--- config.mk ---
export PLATFORM = sky130hd
export DESIGN_NAME = parking_barrier_controller_unit
export DESIGN_NICKNAME = d
export VERILOG_FILES = /design/src/design/pbc_pkg.sv /design/src/design/pbc_tick.sv /design/src/design/parking_barrier_controller_unit.sv
export SDC_FILE = /design/constraint.sdc
export NUM_CORES = 1
export LEC_CHECK = 0
export BUFFER_PORTS_ARGS = -buffer_cell sky130_fd_sc_hd__buf_2
export CELL_PAD_IN_SITES_DETAIL_PLACEMENT = 0
export CELL_PAD_IN_SITES_GLOBAL_PLACEMENT = 1
export CORE_AREA = 2 2 105 133
export CTS_CLUSTER_SIZE = 28
export DETAILED_ROUTE_END_ITERATION = 12
export DIE_AREA = 0 0 107 135
export HOLD_SLACK_MARGIN = 0.12
export PLACE_DENSITY = 0.79
export SETUP_SLACK_MARGIN = 0.02
export SYNTH_ARGS = -nofsm -noshare
export SYNTH_HDL_FRONTEND = slang
export SYNTH_SLANG_ARGS = --single-unit
--- constraint.sdc ---
create_clock -name i_clk -period 3.13 [get_ports i_clk]
set_input_delay 0.313 -clock i_clk [delete_from_list [all_inputs] [get_ports i_clk]]
set_output_delay 0.313 -clock i_clk [all_outputs]
set_load 0.005 [all_outputs]
--- src/design/pbc_pkg.sv ---
package pbc_pkg;

    // Spot sensors and lamps; fixed by the width of the spot fields.
    localparam int SPOTS          = 6;
    localparam int SPOT_W         = 6;
    localparam int COUNT_W        = 3;

    localparam int TIMER_BITS_DEF = 16;
    localparam int CFG_W          = 16;
    localparam int CFG_IDX_W      = 1;
    localparam int MODE_W         = 3;
    localparam int RES_W          = 2;

    localparam int IN_TDATA_W     = 16;
    localparam int OUT_TDATA_W    = 16;

    localparam logic [CFG_W-1:0] AUTO_CLOSE_RESET   = 16'd4;
    localparam logic [CFG_W-1:0] MANUAL_CLOSE_RESET = 16'd20;

    localparam logic [CFG_IDX_W-1:0] CFG_AUTO_CLOSE   = 1'b0;
    localparam logic [CFG_IDX_W-1:0] CFG_MANUAL_CLOSE = 1'b1;

    localparam logic [MODE_W-1:0] MODE_NONE        = 3'd0;
    localparam logic [MODE_W-1:0] MODE_OPEN_ENTRY  = 3'd1;
    localparam logic [MODE_W-1:0] MODE_CLOSE_ENTRY = 3'd2;
    localparam logic [MODE_W-1:0] MODE_OPEN_EXIT   = 3'd3;
    localparam logic [MODE_W-1:0] MODE_CLOSE_EXIT  = 3'd4;

    localparam logic [RES_W-1:0] RES_NONE    = 2'd0;
    localparam logic [RES_W-1:0] RES_DONE    = 2'd1;
    localparam logic [RES_W-1:0] RES_ALREADY = 2'd2;

    typedef struct packed {
        logic               entry_open;
        logic               exit_open;
        logic               entry_manual;
        logic [COUNT_W-1:0] free_spots;
        logic [SPOT_W-1:0]  spot_lamps;
        logic [RES_W-1:0]   command_result;
    } t_result;

endpackage

--- src/design/pbc_tick.sv ---
module pbc_tick #(
    parameter int TIMER_BITS = pbc_pkg::TIMER_BITS_DEF
) (
    input  logic [pbc_pkg::MODE_W-1:0] i_mode,
    input  logic [pbc_pkg::SPOT_W-1:0] i_spots,
    input  logic                       i_car_in,
    input  logic                       i_car_out,
    input  logic [pbc_pkg::CFG_W-1:0]  i_auto_lim,
    input  logic [pbc_pkg::CFG_W-1:0]  i_manual_lim,
    input  logic                       i_entry_open,
    input  logic                       i_entry_by_cmd,
    input  logic [TIMER_BITS-1:0]      i_entry_el,
    input  logic                       i_exit_open,
    input  logic [TIMER_BITS-1:0]      i_exit_el,
    output logic                       o_entry_open,
    output logic                       o_entry_by_cmd,
    output logic [TIMER_BITS-1:0]      o_entry_el,
    output logic                       o_exit_open,
    output logic [TIMER_BITS-1:0]      o_exit_el,
    output pbc_pkg::t_result           o_result
);

    localparam int CMP_W = (TIMER_BITS > pbc_pkg::CFG_W) ? TIMER_BITS : pbc_pkg::CFG_W;
    localparam logic [TIMER_BITS-1:0] TMAX = {TIMER_BITS{1'b1}};

    logic [pbc_pkg::CFG_W-1:0]   entry_lim;
    logic                        entry_exp;
    logic                        exit_exp;
    logic [pbc_pkg::SPOT_W-1:0]  spots_m;
    logic [pbc_pkg::COUNT_W-1:0] cnt;
    logic [pbc_pkg::RES_W-1:0]   res;
    logic                        en_open;
    logic                        en_cmd;
    logic [TIMER_BITS-1:0]       en_el;
    logic                        ex_open;
    logic [TIMER_BITS-1:0]       ex_el;

    assign entry_lim = i_entry_by_cmd ? i_manual_lim : i_auto_lim;
    // a count stuck at the counter maximum counts as expired
    assign entry_exp = (CMP_W'(i_entry_el) >= CMP_W'(entry_lim)) || (i_entry_el == TMAX);
    assign exit_exp  = (CMP_W'(i_exit_el) >= CMP_W'(i_auto_lim)) || (i_exit_el == TMAX);

    always_comb begin
        spots_m = '0;
        cnt     = '0;
        for (int i = 0; i < pbc_pkg::SPOTS; i++) begin
            spots_m[i] = i_spots[i];
            cnt        = cnt + pbc_pkg::COUNT_W'(i_spots[i]);
        end
    end

    always_comb begin
        en_open = i_entry_open;
        en_cmd  = i_entry_by_cmd;
        en_el   = i_entry_el;
        ex_open = i_exit_open;
        ex_el   = i_exit_el;
        res     = pbc_pkg::RES_NONE;

        // timers first, then auto open
        if (i_entry_open) begin
            if (entry_exp) begin
                if (!i_car_in) begin
                    en_open = 1'b0;
                end else begin
                    en_el = '0;
                end
            end else begin
                en_el = i_entry_el + TIMER_BITS'(1);
            end
        end else if (i_car_in) begin
            en_open = 1'b1;
            en_cmd  = 1'b0;
            en_el   = '0;
        end

        if (i_exit_open) begin
            if (exit_exp) begin
                if (!i_car_out) begin
                    ex_open = 1'b0;
                end else begin
                    ex_el = '0;
                end
            end else begin
                ex_el = i_exit_el + TIMER_BITS'(1);
            end
        end else if (i_car_out) begin
            ex_open = 1'b1;
            ex_el   = '0;
        end

        // command acts on the state after the automatic logic
        case (i_mode)
            pbc_pkg::MODE_OPEN_ENTRY: begin
                if (!en_open) begin
                    en_open = 1'b1;
                    en_cmd  = 1'b1;
                    en_el   = '0;
                    res     = pbc_pkg::RES_DONE;
                end else begin
                    res = pbc_pkg::RES_ALREADY;
                end
            end
            pbc_pkg::MODE_CLOSE_ENTRY: begin
                if (en_open) begin
                    en_open = 1'b0;
                    res     = pbc_pkg::RES_DONE;
                end else begin
                    res = pbc_pkg::RES_ALREADY;
                end
            end
            pbc_pkg::MODE_OPEN_EXIT: begin
                if (!ex_open) begin
                    ex_open = 1'b1;
                    ex_el   = '0;
                    res     = pbc_pkg::RES_DONE;
                end else begin
                    res = pbc_pkg::RES_ALREADY;
                end
            end
            pbc_pkg::MODE_CLOSE_EXIT: begin
                if (ex_open) begin
                    ex_open = 1'b0;
                    res     = pbc_pkg::RES_DONE;
                end else begin
                    res = pbc_pkg::RES_ALREADY;
                end
            end
            default: begin
                res = pbc_pkg::RES_NONE;
            end
        endcase
    end

    assign o_entry_open   = en_open;
    assign o_entry_by_cmd = en_cmd;
    assign o_entry_el     = en_el;
    assign o_exit_open    = ex_open;
    assign o_exit_el      = ex_el;

    assign o_result.entry_open     = en_open;
    assign o_result.exit_open      = ex_open;
    assign o_result.entry_manual   = en_cmd;
    assign o_result.free_spots     = cnt;
    assign o_result.spot_lamps     = spots_m;
    assign o_result.command_result = res;

endmodule

--- src/design/parking_barrier_controller_unit.sv ---
// Parking barrier controller. Each input beat is one sensor sample: spot free
// bits, car-present bits at both gates and an optional gate command. Each
// sample yields exactly one output beat with barrier states, the command
// outcome, the free-spot count and the lamp drive. A beat is accepted every
// clock and passes the input register, then the result register; the state
// update of both gate timers sets that rate. Output backpressure stalls the
// input only once both registers hold a beat. The user must write close
// limits through the cfg port while the block is idle; it is not enforced.
module parking_barrier_controller_unit #(
    parameter int TIMER_BITS = pbc_pkg::TIMER_BITS_DEF
) (
    input  logic                                i_clk,
    input  logic                                i_rst_n,
    input  logic                                i_cfg_we,
    input  logic [pbc_pkg::CFG_IDX_W-1:0]       i_cfg_index,
    input  logic [pbc_pkg::CFG_W-1:0]           i_cfg_data,
    input  logic                                i_s_tvalid,
    output logic                                o_s_tready,
    // [2:0] mode, [8:3] spot_free_bits, [9] car_at_entry, [10] car_at_exit
    input  logic [pbc_pkg::IN_TDATA_W-1:0]      i_s_tdata,
    output logic                                o_m_tvalid,
    input  logic                                i_m_tready,
    // [0] entry_open, [1] exit_open, [2] entry_manual, [5:3] free_spots,
    // [11:6] spot_lamps, [13:12] command_result
    output logic [pbc_pkg::OUT_TDATA_W-1:0]     o_m_tdata
);

    logic [pbc_pkg::CFG_W-1:0]  r_auto_lim;
    logic [pbc_pkg::CFG_W-1:0]  r_manual_lim;

    logic                       r_in_valid;
    logic [pbc_pkg::MODE_W-1:0] r_in_mode;
    logic [pbc_pkg::SPOT_W-1:0] r_in_spots;
    logic                       r_in_car_in;
    logic                       r_in_car_out;

    logic                       r_entry_open;
    logic                       r_entry_by_cmd;
    logic [TIMER_BITS-1:0]      r_entry_el;
    logic                       r_exit_open;
    logic [TIMER_BITS-1:0]      r_exit_el;

    logic                       r_out_valid;
    pbc_pkg::t_result           r_out;

    logic                       n_entry_open;
    logic                       n_entry_by_cmd;
    logic [TIMER_BITS-1:0]      n_entry_el;
    logic                       n_exit_open;
    logic [TIMER_BITS-1:0]      n_exit_el;
    pbc_pkg::t_result           n_out;

    logic                       s_accept;
    logic                       advance;

    assign advance    = r_in_valid && (!r_out_valid || i_m_tready);
    assign o_s_tready = !r_in_valid || advance;
    assign s_accept   = i_s_tvalid && o_s_tready;

    always_ff @(posedge i_clk) begin
        if (!i_rst_n) begin
            r_auto_lim   <= pbc_pkg::AUTO_CLOSE_RESET;
            r_manual_lim <= pbc_pkg::MANUAL_CLOSE_RESET;
        end else if (i_cfg_we) begin
            case (i_cfg_index)
                pbc_pkg::CFG_AUTO_CLOSE:   r_auto_lim   <= i_cfg_data;
                pbc_pkg::CFG_MANUAL_CLOSE: r_manual_lim <= i_cfg_data;
                default: begin
                end
            endcase
        end
    end

    // input register
    always_ff @(posedge i_clk) begin
        if (!i_rst_n) begin
            r_in_valid <= 1'b0;
        end else if (s_accept) begin
            r_in_valid <= 1'b1;
        end else if (advance) begin
            r_in_valid <= 1'b0;
        end
    end

    always_ff @(posedge i_clk) begin
        if (s_accept) begin
            r_in_mode    <= i_s_tdata[2:0];
            r_in_spots   <= i_s_tdata[8:3];
            r_in_car_in  <= i_s_tdata[9];
            r_in_car_out <= i_s_tdata[10];
        end
    end

    pbc_tick #(
        .TIMER_BITS (TIMER_BITS)
    ) u_tick (
        .i_mode         (r_in_mode),
        .i_spots        (r_in_spots),
        .i_car_in       (r_in_car_in),
        .i_car_out      (r_in_car_out),
        .i_auto_lim     (r_auto_lim),
        .i_manual_lim   (r_manual_lim),
        .i_entry_open   (r_entry_open),
        .i_entry_by_cmd (r_entry_by_cmd),
        .i_entry_el     (r_entry_el),
        .i_exit_open    (r_exit_open),
        .i_exit_el      (r_exit_el),
        .o_entry_open   (n_entry_open),
        .o_entry_by_cmd (n_entry_by_cmd),
        .o_entry_el     (n_entry_el),
        .o_exit_open    (n_exit_open),
        .o_exit_el      (n_exit_el),
        .o_result       (n_out)
    );

    // gate state commits together with the result beat
    always_ff @(posedge i_clk) begin
        if (!i_rst_n) begin
            r_entry_open   <= 1'b0;
            r_entry_by_cmd <= 1'b0;
            r_entry_el     <= '0;
            r_exit_open    <= 1'b0;
            r_exit_el      <= '0;
        end else if (advance) begin
            r_entry_open   <= n_entry_open;
            r_entry_by_cmd <= n_entry_by_cmd;
            r_entry_el     <= n_entry_el;
            r_exit_open    <= n_exit_open;
            r_exit_el      <= n_exit_el;
        end
    end

    always_ff @(posedge i_clk) begin
        if (!i_rst_n) begin
            r_out_valid <= 1'b0;
        end else if (advance) begin
            r_out_valid <= 1'b1;
        end else if (i_m_tready) begin
            r_out_valid <= 1'b0;
        end
    end

    always_ff @(posedge i_clk) begin
        if (advance) begin
            r_out <= n_out;
        end
    end

    assign o_m_tvalid = r_out_valid;
    assign o_m_tdata  = {2'b00,
                         r_out.command_result,
                         r_out.spot_lamps,
                         r_out.free_spots,
                         r_out.entry_manual,
                         r_out.exit_open,
                         r_out.entry_open};

`ifndef NO_ASSERTIONS
    // the pending beat always reflects the current gate state
    a_state_matches_out: assert property (@(posedge i_clk) disable iff (!i_rst_n)
        r_out_valid |-> (r_out.entry_open == r_entry_open &&
                         r_out.exit_open == r_exit_open &&
                         r_out.entry_manual == r_entry_by_cmd))
        else $error("output beat disagrees with gate state");

    a_count_matches_lamps: assert property (@(posedge i_clk) disable iff (!i_rst_n)
        r_out_valid |-> (32'($countones(r_out.spot_lamps)) == 32'(r_out.free_spots)))
        else $error("free spot count disagrees with lamps");

    a_in_held_on_stall: assert property (@(posedge i_clk) disable iff (!i_rst_n)
        (r_in_valid && !advance) |=> (r_in_valid && $stable(r_in_mode) &&
                                      $stable(r_in_spots)))
        else $error("input register lost a stalled beat");

    a_stall_only_when_full: assert property (@(posedge i_clk) disable iff (!i_rst_n)
        !o_s_tready |-> (r_in_valid && r_out_valid && !i_m_tready))
        else $error("input stalled with room available");
`endif

endmodule

==> results by stage, run 1 <==
Hold path:
- The tightest min-delay check is of the in -> reg type.

Logic synthesis:
- The cell area that synthesis handed to floorplanning was roughly 0.0052 mm^2.
- The average instance in the mapped netlist occupies 8.627 um^2.
- The area share of the leading cell type in the synthesized netlist is 0.2673.
- The most area-hungry cell type in the Yosys netlist is dfxtp_1.
- The portion of the post-synthesis area used by sequential elements is 0.4126.
- The number of synthesized flops with an enable pin is 25.
- During synthesis, Yosys emitted a total of 0 warnings.
- The post-synthesis sequential element count is 94.
- In the post-synthesis netlist, the biggest area contributors are dfxtp_1, edfxtp_1, ha_1.
- After technology mapping, the gate count stands at 599.
- The share of flip-flops with an asynchronous set or reset after synthesis is 0.
- Among all flip-flop cells after synthesis, the most frequent one is dfxtp_1.
- In this run, distinct cell masters in the synthesized netlist total 59.

Cells and area:
- The library cell used most frequently in the layout, excluding fill and tap cells, is nand2_1.
- In the layout the commonest cells are nand2_1, dfxtp_1, a21oi_1.
- Counting the fill cells in the layout gives between 1000 and 1500.
- Of the cells placed in the final design, the portion with a size suffix greater than 1 is 0.1477.
- Relative to the synthesized area, the layout overhead comes to 14.43%.
- At the end of the flow the core is filled with cells to 0.4509.
- The number of nets in the final layout is ~700.
- The multi-input combinational cells in the finished layout cover a total of ~0.0028 mm^2.
- 0 antenna diodes ended up in the layout.
- The total area of sequential cells is 0.002132 mm^2.

Clocking:
- TritonCTS built the clock tree.
- The post-CTS setup buffer count is 0.
- The insertion delay of the later-clocked pin in the worst-skew pair is ~350 ps.
- The deepest clock path buffer count is 2.
- The number of clock buffers added by TritonCTS is 9.
- The clock sink count is 94.
- Clock-pin slew was measured on the worst setup and hold paths at approximately 70 ps.
- The root buffer cell is clkbuf_16.
- The maximum level of the CTS H-tree is 3.

Floorplan:
- The die covers roughly 0.014 mm^2.
- The cell row count is 47.
- The die is between 100 and 150 um tall.
- between 50 and 60 I/O pins were placed.
- The starting utilization of the core area is 0.3940.
- The die extent in x is 107 um.
- The standard cell core area is around 0.013 mm^2.

Pwr:
- Of the total power, combinational logic draws 0.101.
- The internal power contribution is a little over 0.002 W.
- For this design the total switching power over the nets is a little under 0.0007 W.
- Of the total power, the clock network draws 0.409.
- The worst-case vdd ir drop is between 0.0003 and 0.0004 V.
- The register share of total power is 0.490.
- The switching power share of the total is 0.2519.
- The power density of the placed cells is approximately 460 mW/mm^2.
- The analysis attributes to cell leakage a power of around 2.2 nW.

GRT:
- The largest net degree at the start of global routing is 55.
- For this run the aggregate overflow at the end of global routing stands at 0.
- The initial antenna violation count is 0.
- For this run, the total global-route usage over all layers was measured as 0.1848.
- The first global-routing pass estimated about 21000 um of wire.
- The number of global-route vias before repair was between 4000 and 5000.

Drt:
- The routed layout has 4450 vias.
- In the routed design, unresolved DRC markers number 0.
- The count of nets left with antenna violations once routing finished came out at 0.
- The via density per instance is roughly 5.4.
- The total wirelength of the detailed-routed design is approximately 13000 um.
- The initial detailed-routing violation count is approximately 210.
- Dividing the detail-routed wire length by the instance count gives between 15 and 20 um.
- The pre-antenna-repair detailed-routing pass consisted of 4 iterations.

Timing:
- The count of final hold-check violations is 0.
- Once routing completed, OpenROAD measured the worst setup slack at a little under 200 ps.
- In the finished design, the share of the clock period the worst path needs comes to 0.9375.
- The clock arrives with between 6 and 7 ps of skew.
- The clock period minus worst slack is 2935 ps.
- At the pin with the least slew margin, the transition time is around 750 ps.
- Setup repair after global routing left no endpoint under its margin.
- The number of max-slew violations in the final report is 0.
- The setup total negative slack is 0 ps.
- Setup violations remaining at the end of the flow were counted as 0.
- The fmax is between 300 and 400 MHz.
- The worst-case headroom to the max-slew limit is 0.4990.

Flow run:
- The number of violations of the max-capacitance limit is 0.

Placement:
- Before CTS, the worst setup slack after placement is approximately 200 ps.
- In this run the tool buffered the top-level ports with 48 buffer cells.
- The placed wire-length estimate after detailed placement is approximately 9300 um.
- The final estimated routing congestion in global placement is 0.8176.

Critical path:
- STA puts the critical path data arrival time at about 3000 ps.
- The maximum net fanout on the critical path is 16.
- The delay contributed by the slowest stage of the critical path is ~730 ps.
- Walking the worst path, the cells encountered are inv_1 > ha_1 > nand4_1 > nor3_1 > or4b_2 > a31oi_4 > buf_4 > nand2b_1 > a22o_1.
- The slowest library cell on the worst path is or4b_2.
- STA classifies the critical path startpoint as a flip-flop.
- The worst reg-to-reg setup slack is around 200 ps.
- The data required time of the critical path is 3230 ps.
- The kind of critical path is reg -> reg.
- The critical path capture point type is a flip-flop.

Status:
- The flow ran to the end, and the final reports show no timing, DRC or antenna violations.
==> cell usage after synthesis (5+ instances only) <==
master	n
a211oi_1	5
a21oi_1	67
and2_1	6
and3_1	5
clkbuf_1	24
dfxtp_1	69
edfxtp_1	25
ha_1	35
inv_1	30
mux2_2	5
mux2i_1	20
nand2_1	99
nand2b_1	14
nand3_1	20
nand4_1	8
nor2_1	21
nor2b_1	7
nor3_1	11
nor4_1	8
o21a_1	11
o21ai_0	46
==> state kept, by name, indices dropped and copies added (netlist names), 3 cells and up <==
| register | flops |
|---|---|
| o_m_tdata | 14 |
| r_in_spots | 6 |
| r_exit_el | 16 |
| r_in_mode | 3 |
| r_auto_lim | 16 |
| r_manual_lim | 16 |
| r_entry_el | 16 |
==> area by class of cell <==
class                   count  area share
inverters                  31     0.01968
flip-flops and latches     94      0.3606
multi-input cells         443      0.4700
repair buffers             66     0.06348
clock inverters             7     0.01206
well taps                 171     0.03618
clock buffers               9     0.03809
==> metrics by stage <==
step | total power (W) | instance area [um^2] | hold WS, ps | std cells
floorplan | 0.001518 | 5172 | 411.9 | 600
global placement | 0.001614 | 5615 | 434.5 | 805
detailed placement | 0.001624 | 5615 | 444.7 | 805
CTS | 0.002732 | 5912 | 126.0 | 821
global route | 0.002827 | 5913 | 130.6 | 821
finish | 0.002703 | 5913 | 142.5 | 821
==> logic make-up (layout without fill, tap and decap cells) <==
| logic type | after synthesis | in the layout | synth area share |
|---|---|---|---|
| flip-flops | 94 | 94 | 0.4126 |
| buffers and inverters | 63 | 113 | 0.05061 |
| AO/OA/AOI/OAI | 156 | 156 | 0.1777 |
| other | 1 | 2 | 0.0007257 |
| XOR/XNOR | 3 | 3 | 0.005086 |
| multiplexers | 25 | 25 | 0.04964 |
| adder cells (fa/ha/maj) | 38 | 38 | 0.09637 |
| AND/OR/NAND/NOR | 219 | 219 | 0.2073 |
==> worst max-delay path, delay by kind of cell, from the launching register on <==
family | cells | cell delay, ps
flops | 1 | 370
compound gates | 2 | 460
fa+ha+maj | 1 | 290
simple gates | 4 | 1250
buf+inv | 2 | 310
==> worst paths after layout <==
kind	startpoint	end	cells after the start
setup / recovery	r_auto_lim[13]	o_m_tdata[1]	9
hold / removal	i_s_tdata[5]	r_in_spots[2]	1
hold reg to reg	r_manual_lim[12]	r_manual_lim[12]	2
setup reg to reg	r_auto_lim[13]	o_m_tdata[1]	9
==> routing by layer <==
| metal | track usage | vias up | share of wire |
|---|---|---|---|
| li1 | - | 2221 | - |
| met1 | 0.2379 | 2109 | 0.46 |
| met2 | 0.3146 | 107 | 0.49 |
| met3 | 0.02606 | 13 | 0.033 |
| met4 | 0.06854 | 0 | 0.016 |
| met5 | 0 | - | 0 |
==> power groups by stage <==
stage          Combinational [W]  Clock (W)  Sequential [W]
2_1_floorplan           0.000174          0         0.00134
3_3_place_gp            0.000264          0         0.00135
3_5_place_dp            0.000273          0         0.00135
4_1_cts                 0.000275    0.00113         0.00132
5_1_grt                 0.000309    0.00119         0.00133
6_report                0.000274    0.00111         0.00132
==> what timing repair did <==
action	CTS	global route
hold buffers	0	0
endpoints found under the setup margin	0	7
resized for setup	0	1
hold endpoints to repair	0	0
(Power assumes the default switching activity.)
==> inputs of run 2 (changes only) <==
--- a/config.mk
+++ b/config.mk
@@ -5,15 +5,16 @@
 export SDC_FILE = /design/constraint.sdc
 export NUM_CORES = 1
 export LEC_CHECK = 0
+export ABC_AREA = 1
 export BUFFER_PORTS_ARGS = -buffer_cell sky130_fd_sc_hd__buf_2
 export CELL_PAD_IN_SITES_DETAIL_PLACEMENT = 0
 export CELL_PAD_IN_SITES_GLOBAL_PLACEMENT = 1
-export CORE_AREA = 2 2 105 133
+export CORE_AREA = 2 2 108 136
 export CTS_CLUSTER_SIZE = 28
 export DETAILED_ROUTE_END_ITERATION = 12
-export DIE_AREA = 0 0 107 135
+export DIE_AREA = 0 0 110 138
 export HOLD_SLACK_MARGIN = 0.12
-export PLACE_DENSITY = 0.79
+export PLACE_DENSITY = 0.8
 export SETUP_SLACK_MARGIN = 0.02
 export SYNTH_ARGS = -nofsm -noshare
 export SYNTH_HDL_FRONTEND = slang
==> run 2 against run 1 <==
  * Maximum frequency up 0.79%
  * Cell count is 14% higher
  * Total power rose by 0.37%
  * Global-route usage is 1.4 points lower
  * Sequential share of layout area shrank 0.73 points
  * Critical path type unchanged
  * Synthesized cell count rose by 19%
  * Register-to-register slack improved by 20 ps
  * Flip-flop and latch count did not move
  * Via count is 3.6% higher
  * Design area grew 2.1%
  * Setup slack gained 23 ps
==> results by stage, run 2 <==
Placement:
- The placed wire-length estimate after detailed placement is between 9000 and 10000 um.
- The total of buffers placed on input and output ports is 48.
- At the end of routability-driven placement, the weighted congestion stood at 0.8527.
- At the placement stage, the worst setup path has a slack of approximately 230 ps.

Clocking:
- In this run, post-CTS hold repair placed 0 buffers.
- Clock tree synthesis found a total of between 90 and 100 sinks.
- The clock tree from TritonCTS is done.
- The clock reaches the later pin of the worst-skew pair after approximately 340 ps.
- Clock-pin slew was measured on the worst setup and hold paths at 70 ps.
- The clock passes through at most 2 buffers.
- The number of clock buffers added by TritonCTS is 9.
- The maximum level of the CTS H-tree is 3.
- Clock tree synthesis selected as its root buffer the cell clkbuf_16.

Cells and area:
- The leading cell type in the layout, fill and taps excluded is nand2_1.
- In the layout the commonest cells are nand2_1, dfxtp_1, inv_1.
- The repair_antennas step left the layout with diodes totalling 0.
- In the final design database the tool counted approximately 830 nets.
- The multi-input logic area is approximately 0.0028 mm^2.
- In the final layout, flip-flops and latches occupy ~0.0021 mm^2.
- Once layout is complete, the utilization of the core stands at 0.4298.
- The count of fill cells added during filler insertion is approximately 1400.
- Of the cells placed in the final design, the portion with a size suffix greater than 1 is 0.1308.
- The area added between synthesis and finish is 13.06%.

Timing:
- On the final layout, the worst clock skew is ~9.1 ps.
- The number of max-slew violations in the final report was 0.
- Dividing the final minimum period by the clock period gives 0.9302.
- The worst slack on hold paths is around 140 ps.
- Setup violations remaining at the end of the flow were counted as 0.
- The slew at the pin closest to its max-slew limit is roughly 710 ps.
- The worst path meets setup with roughly 220 ps of slack.
- Based on the critical path, the design can be clocked at up to 343.5 MHz.
- Setup repair after global routing left no endpoint under its margin.
- The setup total negative slack is 0 ps.
- The clock period minus worst slack is approximately 2900 ps.
- The worst-case headroom to the max-slew limit is 0.5289.
- The count of final hold-check violations was 0.

Logic synthesis:
- The most common flop cell mapped by yosys is dfxtp_1.
- The share of synthesized area in the top cell type comes to 0.2588.
- The post-synthesis instance area is 0.005338 mm^2.
- After synthesis, the mean cell area works out to roughly 7.5 um^2.
- The portion of the post-synthesis area used by sequential elements is 0.3994.
- The most area-hungry cell type in the Yosys netlist is dfxtp_1.
- The number of synthesized flops with an enable pin is 25.
- Yosys attributes the largest share of cell area to dfxtp_1, edfxtp_1, nand2_1.
- The number of different library cells used by synthesis comes to 40.
- Yosys printed 0 warnings.
- The post-synthesis sequential element count is 94.
- The gate count after technology mapping is 711.
- Of all flip-flops after synthesis, the portion carrying an async set or reset was 0.
- The most common cell in the netlist is nand2_1.
- Counting instances in the post-synthesis netlist gives the leading cell types as nand2_1, dfxtp_1, inv_1, a21oi_1, o21ai_0.

Critical path:
- The most repeated library cell on the critical path is nand2_1.
- The data required time of the critical path is about 3200 ps.
- Measured in cells, the most critical reg-to-reg path has a length of 16.
- The critical path capture point type is a flip-flop.
- The arrival time reported for the critical path endpoint is slightly above 3000 ps.
- The delay contributed by the slowest stage of the critical path is 510 ps.
- On the critical path, the stage with the largest delay is an instance of dfxtp_1.
- The maximum net fanout on the critical path is 10.
- The kind of critical path is reg -> reg.
- Walking the worst path, the cells encountered are clkinvlp_4 > buf_12 > buf_4 > nand2_1 > o21ai_0 > ha_1 > nand2_1 > o21a_1 > nand2_1 > nand2_1 > nand3_4 > nand2_1 > inv_1 > nor2_1 > nor2_1 > inv_1.
- STA classifies the critical path startpoint as a flip-flop.

Floorplan:
- The number of placed I/O pins is 56.
- The floorplan has 49 rows.
- The vertical extent of the die is 138 um.
- The die extent in x is ~110 um.
- The starting utilization of the core area is 0.3802.
- The die area is between 0.015 and 0.02 mm^2.
- The standard cell core area is between 0.01 and 0.015 mm^2.

Drt:
- The total wirelength of the detailed-routed design is ~12000 um.
- The antenna violation net count after detailed routing is 0.
- In the routed design, unresolved DRC markers number 0.
- In the final routed layout, each cell accounts on average for between 10 and 15 um.
- In the routed layout, each cell is associated on average with a via count of ~5.
- The total vias in the final route is approximately 4600.
- The first routing iteration left 201 violations.
- The first detailed-routing pass ran for 5 iterations.

GRT:
- The number of global-route vias before repair is between 4000 and 5000.
- Entering global routing, the biggest net connects 38 pins.
- The first-pass GRT wire length is 20530 um.
- The total global-route track usage is 0.1706.
- The initial antenna violation count is 0.
- Summed over all layers, the global routing overflow is 0.

Pwr:
- The power density of the placed cells is 449.6 mW/mm^2.
- The worst-case vdd ir drop is between 0.0002 and 0.0003 V.
- The leakage power is ~2.6 nW.

Hold path:
- The number of cells on the worst hold path is 1.
- The class of the tightest hold or removal check is in -> reg.

Flow run:
- Max-cap violations in this run came to 0.

Status:
- The run finished with clean final reports.
==> run 2: cell types whose count changed in the layout (fill, tap and decap cells not counted), sizes merged, moves of 7 or more <==
cell    previous run  this run
o21ai             49        70
o21a              11         1
nand3             21        55
nand2b            14         0
nand2             99       177
mux2i             20         0
nor4               8         1
nor2b              7         0
nor2              21        51
xor2               2        16
inv               32        74
==> run 2: metal layers <==
metal | GRT usage | routed length [um]
met5 | 0 | 0
met4 | 0.06662 | 282
met3 | 0.02687 | 370
met2 | 0.2916 | 6302
met1 | 0.2109 | 5459
==> run 2: worst paths after layout <==
| path | end | slack, ps | start |
|---|---|---|---|
| worst max-delay path | o_m_tdata[0] | 220 | r_entry_by_cmd |
| worst min-delay path | r_in_spots[4] | 140 | i_s_tdata[7] |
| worst min register to register | o_m_tdata[10] | 470 | r_in_spots[4] |
| worst max register to register | o_m_tdata[0] | 220 | r_entry_by_cmd |
==> run 2: report_power, final <==
group / leakage (nW) / internal [W] / switching, W
combinational: 1.68 / 0.000115 / 0.000216
clock: 0.125 / 0.000547 / 0.000504
sequential: 0.803 / 0.00131 / 0.0000245
==> run 2: per-stage QoR <==
step	instances	total power (W)	area [um^2]
2_1_floorplan	712	0.001580	5341
6_report	935	0.002713	6035
4_1_cts	933	0.002737	5997
5_1_grt	935	0.002839	6035
3_3_place_gp	917	0.001675	5715
3_5_place_dp	917	0.001686	5715
==> run 2: cell type report <==
| type | instances | area share |
|---|---|---|
| multi-input cells | 513 | 0.4586 |
| repair buffers | 60 | 0.05681 |
| inverters | 73 | 0.04644 |
| repair inverters | 1 | 0.001244 |
| clock inverters | 7 | 0.009330 |
| well taps | 178 | 0.03691 |
| clock buffers | 9 | 0.03732 |
| flip-flops and latches | 94 | 0.3533 |
==> run 2: repair_timing <==
item	CTS	global route
setup buffers	0	1
gates resized for setup	0	4
setup endpoints to repair	0	15
==> run 2: logic make-up (layout without fill, tap and decap cells) <==
family          count (synthesis)  after routing  share of synthesized area
xor+xnor                       21             21                    0.03446
compound gates                144            144                     0.1383
buf+inv                       105            150                    0.08345
simple gates                  308            308                     0.2503
flops                          94             94                     0.3994
other cells                     1              2                  0.0007026
fa+ha+maj                      38             38                    0.09330
==> run 2: critical path: cells and delay by family (launching register included) <==
kind	cells	cell delay [ps]
compound gates	2	270
buf+inv	5	780
flops	1	510
simple gates	8	810
fa+ha+maj	1	300
==> inputs of run 3 (changes only) <==
--- a/config.mk
+++ b/config.mk
@@ -9,10 +9,10 @@
 export BUFFER_PORTS_ARGS = -buffer_cell sky130_fd_sc_hd__buf_2
 export CELL_PAD_IN_SITES_DETAIL_PLACEMENT = 0
 export CELL_PAD_IN_SITES_GLOBAL_PLACEMENT = 1
-export CORE_AREA = 2 2 108 136
+export CORE_AREA = 2 2 120 122
 export CTS_CLUSTER_SIZE = 28
 export DETAILED_ROUTE_END_ITERATION = 12
-export DIE_AREA = 0 0 110 138
+export DIE_AREA = 0 0 122 124
 export HOLD_SLACK_MARGIN = 0.12
 export PLACE_DENSITY = 0.8
 export SETUP_SLACK_MARGIN = 0.02
==> run 3 against run 2 <==
  * Clock power grew 8%
  * Setup slack gained 240 ps
  * Global-route usage is 0.52 points higher
  * Core utilization grew 0.83 points
  * Maximum frequency rose by 9.0%
  * Non-clock buffer count down 5
  * Largest power group unchanged
==> results by stage, run 3 (same netlist as run 2, synthesis figures left out) <==
Cells and area:
- The antenna cell count is 0.
- Counting the fill cells in the layout gives 1394.
- The number of nets in the final layout is ~820.
- The total area of sequential cells is 0.002132 mm^2.
- The leading cell type in the layout, fill and taps excluded is nand2_1.
- The multi-input logic area is 0.002764 mm^2.
- The final standard cell utilization of the core is 0.4381.
- The library cells used most frequently in the layout, excluding fill and tap cells, are nand2_1, dfxtp_1, inv_1.
- The final instance area is roughly 0.006 mm^2.
- The fraction of layout instances using a drive strength above 1 is 0.1198.
- The area growth from synthesis to layout is 12.61%.

Timing:
- The fmax is 374.3 MHz.
- The worst-case clock skew is 9.577 ps.
- The count of final hold-check violations is 0.
- The number of max-slew violations in the final report came to 0.
- Setup repair after global routing left no endpoint under its margin.
- In the final timing run, aggregate negative setup slack is 0 ps.
- Setup violations remaining at the end of the flow were counted as 0.
- The clock period minus worst slack is roughly 2700 ps.
- In this run the tightest slew margin relative to its limit is 0.4580.
- Of the available clock period, the critical path in the final layout requires 0.8536.
- The worst setup margin is about 460 ps.
- The slew at the pin closest to its max-slew limit is about 810 ps.

Floorplan:
- The die is around 120 um tall.
- The initialized floorplan defines 43 standard-cell rows.
- The standard cell core area is 0.01372 mm^2.
- For this configuration, the core starts out at a cell density of 0.3891.
- The floorplan step set the die width to 122 um.
- The die covers ~0.015 mm^2.
- 56 I/O pins were placed.

Flow run:
- Across the run, the number of max-cap violations was 0.

Placement:
- The post-placement setup slack is a little under 500 ps.
- The count of buffers added on input and output ports is 48.
- At the end of routability-driven placement, the weighted congestion stood at 0.8271.
- The placed wire-length estimate after detailed placement is about 8900 um.
- The total cell area at the placement stage is 0.005713 mm^2.

Critical path:
- STA puts the critical path data required time at ~3400 ps.
- On the critical path the largest part of the delay comes from compound AO/OA/AOI/OAI gates.
- The critical path launch point type is a flip-flop.
- The maximum net fanout on the critical path is 31.
- The buffering stage count on the worst path with inverters included is 4.
- The kind of critical path is reg -> reg.
- The arrival time reported for the critical path endpoint is slightly below 3000 ps.
- The signal on the critical path passes through inv_1 > buf_12 > o21ai_0 > ha_1 > nand3_1 > inv_1 > a21oi_1 > nand3_4 > nand3_2 > nand2_1 > inv_2 > nand2_1 > a21oi_1.
- The slowest library cell on the worst path is dfxtp_1.
- The delay contributed by the slowest stage of the critical path is 370 ps.
- The critical path capture point type is a flip-flop.

Clocking:
- The maximum level of the CTS H-tree is 3.
- The cts-stage hold buffer count is 0.
- The insertion delay of the later-clocked pin in the worst-skew pair is 360 ps.
- The count of instances resized after the clock tree is built is 0.
- The total CTS buffers is 9.
- The clock tree from TritonCTS is done.
- Counting along the longest clock path gives a buffer depth of 2.
- After clock tree synthesis, the setup repair step added 0 buffers.
- The clock sink count is 94.
- After clock tree synthesis, the clock-pin slew on the worst setup and hold paths is approximately 70 ps.
- CTS placed an instance of clkbuf_16 at the clock tree root.

Pwr:
- Of the total power, registers draw 0.477.
- Of the total power, combinational logic draws 0.118.
- The leakage power is about 2.6 nW.
- The share of power burned in the clock network is 0.405.
- The worst-case IR drop observed on VDD is ~0.00024 V.
- The switching component of the power is 0.0007446 W.
- Of the total power, the share spent switching nets is 0.2672.
- The power density of the placed cells is between 400 and 500 mW/mm^2.
- The internal power of the cells totals 0.002042 W.

Drt:
- The met3 wire length is ~520 um.
- The amount of wire on met2 after detailed routing is 5927 um.
- Using the TritonRoute via totals, the vias-per-cell ratio works out to between 4 and 5.
- The met1 routed wirelength after detailed routing is roughly 5800 um.
- The initial detailed-routing violation count is 313.
- The uppermost layer routed is met4.
- After detailed routing, the number of remaining DRC violations is 0.
- Detailed routing inserted a total of approximately 4600 vias.
- The first-pass iteration count of the detailed router is 5.
- The average wire per cell in the routed design is ~13 um.
- In this run the remaining antenna-violating nets after routing total 0.
- Summed over all layers, the routed wires come to 12400 um.

Hold path:
- The min-delay analysis places its worst path in the category in -> reg.

GRT:
- For this run, the total global-route usage over all layers was measured as 0.1758.
- The overflow left after global routing is 0.
- The initial antenna violation count is 0.
- The number of global-route vias before repair is 4306.
- The first-pass GRT wire length is ~20000 um.
- The largest net degree at the start of global routing is 38.

Status:
- The run finished with clean final reports.
## run 3: power groups by stage
stage | registers (W) | clock network [W] | logic (W)
6_report | 0.00133 | 0.00113 | 0.000328
3_5_place_dp | 0.00136 | 0 | 0.000333
3_3_place_gp | 0.00136 | 0 | 0.000321
5_1_grt | 0.00134 | 0.00120 | 0.000381
2_1_floorplan | 0.00135 | 0 | 0.000227
4_1_cts | 0.00133 | 0.00115 | 0.000333
## run 3: cell type report
cell class / instances / area share
Multi-Input combinational cell: 513 / 0.4598
Sequential cell: 94 / 0.3547
Tap cell: 180 / 0.03747
Timing Repair Buffer: 55 / 0.05287
Inverter: 73 / 0.04559
Clock buffer: 9 / 0.03747
Clock inverter: 7 / 0.01207
## run 3: worst reg2reg max path, cell delays in order (launching register included)
cell	delay [ps]
dfxtp_1	370
inv_1	100
buf_12	170
o21ai_0	290
ha_1	290
nand3_1	110
inv_1	50
a21oi_1	330
nand3_4	210
nand3_2	140
nand2_1	80
inv_2	230
nand2_1	90
a21oi_1	140
## run 3: per-layer routing
metal / global-route usage / vias to the layer above
met3: 0.03434 / 12
met4: 0.06537 / 0
met1: 0.2190 / 2085
met2: 0.3020 / 77
met5: 0 / -
li1: - / 2410
## run 3: path summary, 6_finish.rpt
kind	cells past startpoint	slack (ps)	startpoint	end
setup / recovery	13	460	r_entry_by_cmd	r_entry_el[9]
hold / removal	1	130	i_s_tdata[4]	r_in_spots[1]
hold reg to reg	0	460	r_in_spots[4]	o_m_tdata[10]
setup reg to reg	13	460	r_entry_by_cmd	r_entry_el[9]
## run 3: per-stage QoR
step / power, W / hold slack (ps) / std cells
4_1_cts: 0.002815 / 120.2 / 931
3_5_place_dp: 0.001691 / 449.3 / 915
2_1_floorplan: 0.001580 / 411.9 / 712
5_1_grt: 0.002914 / 121.4 / 931
6_report: 0.002787 / 126.7 / 931
3_3_place_gp: 0.001677 / 442.2 / 915
